==> src/hw2d_pkg.sv <==
// shared types and constants for the multilevel 2d haar transform block
package hw2d_pkg;

  localparam int MAX_WIDTH_DEF  = 64;
  localparam int MAX_HEIGHT_DEF = 64;

  localparam int CFG_DW = 7;
  localparam int CFG_IW = 2;
  localparam int LVL_W  = 3;
  localparam int SMP_W  = 16;
  localparam int POS_W  = 6;
  localparam int COEF_W = 32;
  localparam int FRAC_W = 16;
  localparam int IN_DW  = 32;

  localparam logic [CFG_IW-1:0] REG_WIDTH  = 2'd0;
  localparam logic [CFG_IW-1:0] REG_HEIGHT = 2'd1;
  localparam logic [CFG_IW-1:0] REG_LEVELS = 2'd2;

  localparam logic ACT_LOAD = 1'b0;
  localparam logic ACT_READ = 1'b1;

  typedef enum logic [2:0] {
    T_IDLE,
    T_LEVEL,
    T_LINE,
    T_A_RDA,
    T_A_RDB,
    T_A_WR,
    T_B_RD,
    T_B_WR
  } tr_state_t;

  // halve a 33-bit sum, rounding toward zero
  function automatic logic [COEF_W-1:0] half_tz(input logic signed [COEF_W:0] s);
    logic signed [COEF_W:0] t;
    t = s + {{COEF_W{1'b0}}, s[COEF_W]};
    return t[COEF_W:1];
  endfunction

endpackage

==> src/hw2d_pair.sv <==
// haar butterfly: average and half difference of one pair
module hw2d_pair (
  input  logic [hw2d_pkg::COEF_W-1:0] a,
  input  logic [hw2d_pkg::COEF_W-1:0] b,
  output logic [hw2d_pkg::COEF_W-1:0] lo,
  output logic [hw2d_pkg::COEF_W-1:0] hi
);

  logic signed [hw2d_pkg::COEF_W:0] sum;
  logic signed [hw2d_pkg::COEF_W:0] dif;

  always_comb begin
    sum = $signed({a[hw2d_pkg::COEF_W-1], a}) + $signed({b[hw2d_pkg::COEF_W-1], b});
    dif = $signed({a[hw2d_pkg::COEF_W-1], a}) - $signed({b[hw2d_pkg::COEF_W-1], b});
    lo  = hw2d_pkg::half_tz(sum);
    hi  = hw2d_pkg::half_tz(dif);
  end

endmodule

==> src/hw2d_seq.sv <==
// in-place transform sequencer: levels, row and column passes, pair steps
module hw2d_seq #(
  parameter int MAX_WIDTH  = hw2d_pkg::MAX_WIDTH_DEF,
  parameter int MAX_HEIGHT = hw2d_pkg::MAX_HEIGHT_DEF,
  parameter int AW         = $clog2(MAX_WIDTH * MAX_HEIGHT),
  parameter int DW         = $clog2(((MAX_WIDTH > MAX_HEIGHT) ? MAX_WIDTH : MAX_HEIGHT) + 1)
) (
  input  logic                        clk,
  input  logic                        rst_n,
  input  logic                        start,
  input  logic [DW-1:0]               wd,
  input  logic [DW-1:0]               ht,
  input  logic [hw2d_pkg::LVL_W-1:0]  lvl,
  input  logic [hw2d_pkg::COEF_W-1:0] rdata,
  output logic                        st_we,
  output logic [AW-1:0]               st_addr,
  output logic [hw2d_pkg::COEF_W-1:0] st_wdata,
  output logic                        busy,
  output logic                        finish
);

  localparam int MAXD = (MAX_WIDTH > MAX_HEIGHT) ? MAX_WIDTH : MAX_HEIGHT;
  localparam int HD   = (MAXD / 2 > 1) ? MAXD / 2 : 2;
  localparam int HIW  = $clog2(HD);

  hw2d_pkg::tr_state_t state_r, state_nxt;

  logic [hw2d_pkg::LVL_W-1:0]  lv_r, lv_nxt;
  logic                        col_r, col_nxt;
  logic [DW-1:0]               w_r, w_nxt, h_r, h_nxt, k_r, k_nxt, i_r, i_nxt;
  logic [AW-1:0]               base_r, base_nxt, rp_r, rp_nxt, wp_r, wp_nxt;
  logic [hw2d_pkg::COEF_W-1:0] a_r, a_nxt;

  logic [DW-1:0]               len, half, nlines, rest;
  logic [AW-1:0]               step, stride;
  logic [hw2d_pkg::COEF_W-1:0] lo, hi, hb_q;
  logic                        hb_we;

  logic [hw2d_pkg::COEF_W-1:0] hbuf [HD];

  hw2d_pair u_pair (
    .a (a_r),
    .b (rdata),
    .lo(lo),
    .hi(hi)
  );

  always_comb begin
    len    = col_r ? h_r : w_r;
    half   = len >> 1;
    rest   = len - half;
    nlines = col_r ? w_r : h_r;
    step   = col_r ? AW'(wd) : AW'(1);
    stride = col_r ? AW'(1) : AW'(wd);
  end

  always_ff @(posedge clk) begin
    if (hb_we) begin
      hbuf[i_r[HIW-1:0]] <= hi;
    end
    hb_q <= hbuf[i_r[HIW-1:0]];
  end

  always_comb begin
    state_nxt = state_r;
    unique case (state_r)
      hw2d_pkg::T_IDLE:  if (start) state_nxt = hw2d_pkg::T_LEVEL;
      hw2d_pkg::T_LEVEL: state_nxt = (lv_r == lvl) ? hw2d_pkg::T_IDLE : hw2d_pkg::T_LINE;
      hw2d_pkg::T_LINE: begin
        if (k_r == nlines) state_nxt = col_r ? hw2d_pkg::T_LEVEL : hw2d_pkg::T_LINE;
        else state_nxt = hw2d_pkg::T_A_RDA;
      end
      hw2d_pkg::T_A_RDA: state_nxt = (i_r == half) ? hw2d_pkg::T_B_RD : hw2d_pkg::T_A_RDB;
      hw2d_pkg::T_A_RDB: state_nxt = hw2d_pkg::T_A_WR;
      hw2d_pkg::T_A_WR:  state_nxt = hw2d_pkg::T_A_RDA;
      hw2d_pkg::T_B_RD:  state_nxt = (i_r == rest) ? hw2d_pkg::T_LINE : hw2d_pkg::T_B_WR;
      hw2d_pkg::T_B_WR:  state_nxt = hw2d_pkg::T_B_RD;
      default:           state_nxt = hw2d_pkg::T_IDLE;
    endcase
  end

  always_comb begin
    lv_nxt   = lv_r;
    col_nxt  = col_r;
    w_nxt    = w_r;
    h_nxt    = h_r;
    k_nxt    = k_r;
    i_nxt    = i_r;
    base_nxt = base_r;
    rp_nxt   = rp_r;
    wp_nxt   = wp_r;
    a_nxt    = a_r;
    st_we    = 1'b0;
    st_addr  = rp_r;
    st_wdata = lo;
    hb_we    = 1'b0;
    unique case (state_r)
      hw2d_pkg::T_IDLE: begin
        if (start) begin
          lv_nxt = '0;
          w_nxt  = wd;
          h_nxt  = ht;
        end
      end
      hw2d_pkg::T_LEVEL: begin
        col_nxt  = 1'b0;
        k_nxt    = '0;
        base_nxt = '0;
      end
      hw2d_pkg::T_LINE: begin
        if (k_r == nlines) begin
          if (col_r) begin
            w_nxt  = w_r >> 1;
            h_nxt  = h_r >> 1;
            lv_nxt = lv_r + 1'b1;
          end else begin
            col_nxt  = 1'b1;
            k_nxt    = '0;
            base_nxt = '0;
          end
        end else begin
          rp_nxt = base_r;
          wp_nxt = base_r;
          i_nxt  = '0;
        end
      end
      hw2d_pkg::T_A_RDA: begin
        st_addr = rp_r;
        if (i_r == half) i_nxt = '0;
      end
      hw2d_pkg::T_A_RDB: begin
        st_addr = rp_r + step;
        rp_nxt  = rp_r + step + step;
        a_nxt   = rdata;
      end
      hw2d_pkg::T_A_WR: begin
        st_we    = 1'b1;
        st_addr  = wp_r;
        st_wdata = lo;
        hb_we    = 1'b1;
        wp_nxt   = wp_r + step;
        i_nxt    = i_r + 1'b1;
      end
      hw2d_pkg::T_B_RD: begin
        if (i_r == rest) begin
          base_nxt = base_r + stride;
          k_nxt    = k_r + 1'b1;
        end
      end
      hw2d_pkg::T_B_WR: begin
        st_we    = 1'b1;
        st_addr  = wp_r;
        st_wdata = (i_r < half) ? hb_q : '0;
        wp_nxt   = wp_r + step;
        i_nxt    = i_r + 1'b1;
      end
      default: ;
    endcase
  end

  assign busy   = (state_r != hw2d_pkg::T_IDLE);
  assign finish = (state_r == hw2d_pkg::T_LEVEL) && (lv_r == lvl);

  always_ff @(posedge clk) begin
    if (!rst_n) begin
      state_r <= hw2d_pkg::T_IDLE;
      lv_r    <= '0;
      col_r   <= 1'b0;
      w_r     <= '0;
      h_r     <= '0;
      k_r     <= '0;
      i_r     <= '0;
      base_r  <= '0;
      rp_r    <= '0;
      wp_r    <= '0;
    end else begin
      state_r <= state_nxt;
      lv_r    <= lv_nxt;
      col_r   <= col_nxt;
      w_r     <= w_nxt;
      h_r     <= h_nxt;
      k_r     <= k_nxt;
      i_r     <= i_nxt;
      base_r  <= base_nxt;
      rp_r    <= rp_nxt;
      wp_r    <= wp_nxt;
    end
    a_r <= a_nxt;
  end

endmodule

==> config.mk <==
export PLATFORM = sky130hd
export DESIGN_NAME = hw2d_seq
export DESIGN_NICKNAME = d
export VERILOG_FILES = /design/src/hw2d_pkg.sv /design/src/hw2d_pair.sv /design/src/hw2d_seq.sv
export SDC_FILE = /design/constraint.sdc
export NUM_CORES = 1
export LEC_CHECK = 0
export BUFFER_PORTS_ARGS = -buffer_cell sky130_fd_sc_hd__buf_2
export CAP_MARGIN = 20
export CORE_ASPECT_RATIO = 0.9
export CORE_UTILIZATION = 55
export CTS_CLUSTER_SIZE = 12
export DETAILED_ROUTE_END_ITERATION = 16
export HOLD_SLACK_MARGIN = 0.12
export PLACE_DENSITY = 0.71
export SKIP_LAST_GASP = 1
export SLEW_MARGIN = 20
export SYNTH_ARGS = -nofsm -noshare
export SYNTH_HDL_FRONTEND = slang
export SYNTH_SLANG_ARGS = --single-unit
==> constraint.sdc <==
create_clock -name clk -period 7.4 [get_ports clk]
set_input_delay 1.48 -clock clk [delete_from_list [all_inputs] [get_ports clk]]
set_output_delay 1.48 -clock clk [all_outputs]
set_load 0.02 [all_outputs]
; ---- After elaboration in Yosys (flattened, before gate mapping)
; Memory sizes are Yosys's and may differ from the RTL's. A register that Yosys moved wholly into a read port is not among the register bits.
; Cells that the tools add are included.
[totals]
ram_bits = 1024
output_inout_bits = 47
latch_bits = 0
memories = 1
regBits = 103
romBits = 0
[memory_table]
columns = memory, words, word_bits, rd, rd_clocked_by_memory_dff, write_ports, line_no
row1 = hbuf, 32, 32, 1, 1, 1, hw2d_seq.sv:39  ; logic [hw2d_pkg::COEF_W-1:0] hbuf [HD];
[op_classes]
n_addsub = 12
div_mod_pow = 0
mul = 0
n_reduce_logical = 16
eq_ne = 18
n_mux = 46
bitwise_logic = 0
shifts = 0
magnitude_cmp = 1
[ops]
columns = op, count
row1 = $mux W7, 15
row2 = $pmux W12 S2, 3
row3 = $add A33 B1 Y33, 2
row4 = $mux W32, 2
row5 = $add A12 B7 Y12, 4
row6 = $mux W12, 4
row7 = $pmux W7 S3, 2
row8 = $pmux W12 S3, 1
row9 = $add A32 B32 Y33, 1
row10 = $sub A32 B32 Y33, 1
row11 = $pmux W7 S2, 2
row12 = $pmux W3 S8, 1
row13 = $mux W3, 5
row14 = $add A7 B1 Y7 const B, 2
row15 = $eq A7 B7 Y1, 2
row16 = $ne A2 B2 Y1 const B, 7
row17 = $eq A3 B3 Y1 const B, 4
row18 = $reduce_bool A3 Y1, 3
row19 = $mux W2, 4
row20 = $reduce_and A4 Y1, 2
row21 = $reduce_bool A2 Y1, 4
row22 = $eq A7 B6 Y1, 1
row23 = $lt A7 B6 Y1, 1
row24 = $sub A7 B6 Y7, 1
row25 = other kinds (12), 19

; ---- Depth between registers and ports, before layout
[logic_depth]
word_depth = 5
depth_mapped = 20
mapped_depth_nobuf = 17

; ---- Cells and area by module
; A second synthesis with hierarchy kept.
[hier_totals]
cells_unflattened = 3294
hier_area_um2 = 51568.2
[modules_own_cells]
columns = mod, cells_each, area_each_um2, seq_area_each_um2, n_inst
row1 = hw2d_seq, 2459, 46017.9, 33772.4, 1
row2 = hw2d_pair, 835, 5550.3, 0.0, 1

; ---- Least setup slack after synthesis
; No wires, ideal clock.
[synth_path]
kind = input port to output port
start = input rdata[0] (netlist bit)
end = output st_wdata[19] (netlist bit)
required_ns = 5.920
path_buffers = 1
stages = 18
arrival_ns = 5.539
slack_ns = 0.381
cell_sequence = ha_1 > fa_1 > nor2b_1 > o21ai_1 > a21oi_1 > o31ai_1 > a211oi_1 > o22a_1 > nor2_1 > ha_1 > nand2_1 > nand4bb_1 > or4_1 > clkbuf_1 > nor4_4 > nand2_1 > xnor2_1 > o21ai_0
[synth_via]
elab_chain_len = 3
[synth_rtl]
columns = element, line_no
row1 = "start, declared", hw2d_seq.sv:14  ; input logic [hw2d_pkg::COEF_W-1:0] rdata,
row2 = $add A32 B32 Y33, hw2d_pair.sv:13  ; sum = $signed({a[hw2d_pkg::COEF_W-1], a}) + $signed({b[hw2d_pkg::COEF_W-1], b});
row3 = $add A33 B1 Y33, hw2d_pkg.sv:37  ; t = s + {{COEF_W{1'b0}}, s[COEF_W]};
row4 = $mux W32, hw2d_seq.sv:97  ; unique case (state_r)
row5 = "end, declared", hw2d_seq.sv:17  ; output logic [hw2d_pkg::COEF_W-1:0] st_wdata,
; Every way passes these cells.

; ---- Worst setup path after layout
[layout_path]
start = input rdata[0] (netlist bit)
end = output st_wdata[28] (netlist bit)
; Same word-level chain as after synthesis.

==> out/results.txt <==
fmax: 137.7 MHz
Synth Area in XOR/XNOR: 2.693%
Die H: 291.1 um
YS warnings: 0
clk buf depth: 3
synthesized area: 51070 um^2
Synth top area share: 62.09%
endpoint class of the critical path: output pin
critical path class: input port to output pin
Max Slew Vio Count: 0
Switching Fraction: 27.34%
Routed WL per cell: 29.26 um
number of global-route vias before repair: 30815
Setup-failing EPs final: 0
Final ANT Viol Nets: 0
largest area contributor in the netlist: edfxtp_1
peak supply drop: 0.2373 mV
hold_sp: base_r[4]$_SDFFE_PN0P_
IO Count: 99
clk root buf: clkbuf_16
Worst Reg2Reg Path Length in Cells: 18
hold_ws: 0.4846 ns
Clk pin slew, worst setup/hold paths: 0.06 ns
fin crit share: 98.12%
worst hold endpoint: base_r[4]$_SDFFE_PN0P_
diode count: 0
DIE AREA: 94080 um^2
post-synthesis mux area share: 11.80%
Max Clock Skew: 0.05278 ns
Fillers: 6435
sequential share of power: 49.1%
adder-cell share of the synthesized area: 3.018%
largest cells by area after synthesis: edfxtp_1 62%, mux4_2 11%, dfxtp_1 4.0%
power share of the combinational group: 18.0%
CP required: 5.92 ns
first-pass GRT wire length: 202.2 mm
# Post-CTS Setup Buffers: 0
most used cell, CP: buf_2
gr usage total: 29.59%
PwrDens: 279.7 nW/um^2
dominant synthesized flop cell: edfxtp_1
Seq cells post-synth: 1159
Starting Density: 55.77%
worst skew pair latency: 0.70 ns
max cap viols: 0
TNS Setup: 0 ns
Die Width: 323.2 um
Pleak: 18.54 nW
ys async rst share: 0%
Syn Nets: 3399
Clock Sinks: 1159
Post-Synthesis Cells: 3228
Final #Nets: 3577
GRT overflow: 0
worst min-delay path class: flip-flop to flip-flop
hpwl dp: 82.42 mm
first-pass detailed-route iteration total: 7
number of synthesized flops with an enable pin: 1056
largest family of logic cells by synthesized area: multiplexers
final hold violation count: 0
vias per cell: 6.613
Area Growth Syn to Fin: 12.32%
NetSw: 4.387 mW
syn avg cell area: 15.82 um^2
H-tree depth: 3
drt first-iter violations: 3874
number of distinct library cells after synthesis: 91
Cell Rows: 105
share of cells above drive strength 1: 21.13%
drt drc: 0
Synth Area in Compound Gates: 7.784%
CP Max Fanout: 7
cells along the critical path: buf_2 > ha_1 > fa_1 > nor2b_1 > o21ai_2 > buf_4 > a21oi_1 > nor4_1 > xnor2_1 > or2_2 > nor4_4 > nand4_2 > or4_1 > nand3_1 > buf_2
via count: 31132
simple logic cell fraction of the synthesized area: 6.571%
R2R Path End: hbuf[28][21]$_DFFE_PP_
hold path cells: 2
wirelength, routed: 137.8 mm
sequential area share after synthesis: 66.13%
top-count cell post-synth: edfxtp_1
Worst Path Arrival: 5.78 ns
CTS Hold Bufs: 0
total CTS buffers: 113
min Tclk post-route: 7.261 ns
outcome: complete, no violations
P_int: 11.66 mW
relative slew slack: 25.97%
worst-margin pin slew: 1.110 ns
GP Congestion: 0.9063
most frequent cells after synthesis: 1056 x edfxtp_1, 256 x mux4_2, 173 x nor2_1
R2R Setup Slk: 1.98 ns
Clock power frac: 32.9%
core area: 91570 um^2
largest stage delay on the critical path: 0.85 ns
IO buf count: 98
initial antenna violation count: 3
CP Launch Type: input port
RSZ-0062 raised after global routing: no
CP startpoint: rdata[0]
CP max stage cell: nor4_1
TritonCTS clock tree: built
largest net degree at the start of global routing: 132
r2r startpoint: a_r[3]$_DFFE_PP_
-- per-stage QoR --
stage,instances,util [%],setup WS [ns],total power [mW],instance area (um^2)
after floorplan,3228,-,0.3810,9.845,51070
after detailed placement,4521,58.96,-0.006781,10.85,53990
after CTS,4708,62.59,0.07001,16.07,57310
after global routing,4708,62.64,0.003896,16.61,57360
final,4708,62.64,0.1388,16.04,57360
after global placement,4521,58.96,0.09809,10.75,53990
-- sequential cells by signal (all words and copies together), names as in the netlist, named ones only --
| signal | flops |
|---|---|
| h_r | 7 |
| base_r | 12 |
| state_r | 3 |
| k_r | 7 |
| a_r | 32 |
| rp_r | 11 |
| hb_q | 32 |
| lv_r | 3 |
| i_r | 7 |
| col_r | 1 |
| w_r | 7 |
| wp_r | 12 |
| hbuf | 1024 |
-- layer usage --
layer,up-vias,track usage (%),share of wire [%]
li1,13177,-,-
met1,15959,43.25,41
met2,1752,45.36,46
met3,244,6.039,10
met4,0,8.369,2.8
met5,-,0,0
-- critical path: cells and delay by family --
| kind | cells | cell delay (ns) |
|---|---|---|
| and+or+nand+nor | 7 | 2.67 |
| adders and majority gates | 2 | 0.63 |
| buffers and inverters | 3 | 0.47 |
| xor gates and xnor gates | 1 | 0.23 |
| AOI/OAI and AO/OA | 2 | 0.29 |
-- power by group through the flow --
stage,Clock [mW],Sequential [mW],Combinational (mW)
finish,5.27,7.89,2.89
global route,5.58,7.90,3.13
CTS,5.34,7.88,2.85
detailed placement,0,8.02,2.83
global placement,0,8.01,2.74
floorplan,0,7.98,1.87
-- how the worst max path moves through the flow --
stage | slack, ns | cells after the start | endpoint
floorplan | 0.38 | 18 | st_wdata[19]
global placement | 0.1 | 19 | st_wdata[27]
detailed placement | -0.007 | 19 | st_wdata[27]
global route | 0.004 | 20 | st_wdata[31]
CTS | 0.07 | 15 | st_wdata[28]
finish | 0.14 | 15 | st_wdata[28]
-- cells by family after synthesis --
family	count (synthesis)
buffers and inverters	266
muxes	282
xor gates and xnor gates	157
adders and majority gates	119
AOI/OAI and AO/OA	586
and+or+nand+nor	659
DFF	1159
-- timing repair --
item | CTS | global route
pin swaps | 0 | 1
setup endpoints to repair | 2 | 11
resized for setup | 1 | 4
-- final cells by class --
| class | instances | area [um^2] | area share, % |
|---|---|---|---|
| well taps | 1230 | 1539 | 2.683 |
| clock inverters | 18 | 192.7 | 0.3359 |
| multi-input cells | 1803 | 16860 | 29.39 |
| inverters | 101 | 379.1 | 0.6609 |
| repair buffers | 228 | 1491 | 2.600 |
| flip-flops and latches | 1159 | 33780 | 58.89 |
| clock buffers | 169 | 3122 | 5.442 |
-- cell usage in the layout (no fill, tap or decap), types with 25 or more instances in the layout --
master,instances
edfxtp_1,1056
mux4_2,256
nand2_1,156
a22oi_1,146
nor2_1,138
a21oi_1,132
buf_4,128
clkbuf_16,116
ha_1,112
dfxtp_1,101
buf_2,98
inv_1,91
xnor2_1,91
o21ai_0,89
clkbuf_1,51
nand4_1,50
nand3_1,45
nor3_1,40
xor2_1,36
nor2_4,33
nor2b_1,31
mux2i_1,25
a21o_1,25
Note: power is estimated with default switching activity, not from simulation.
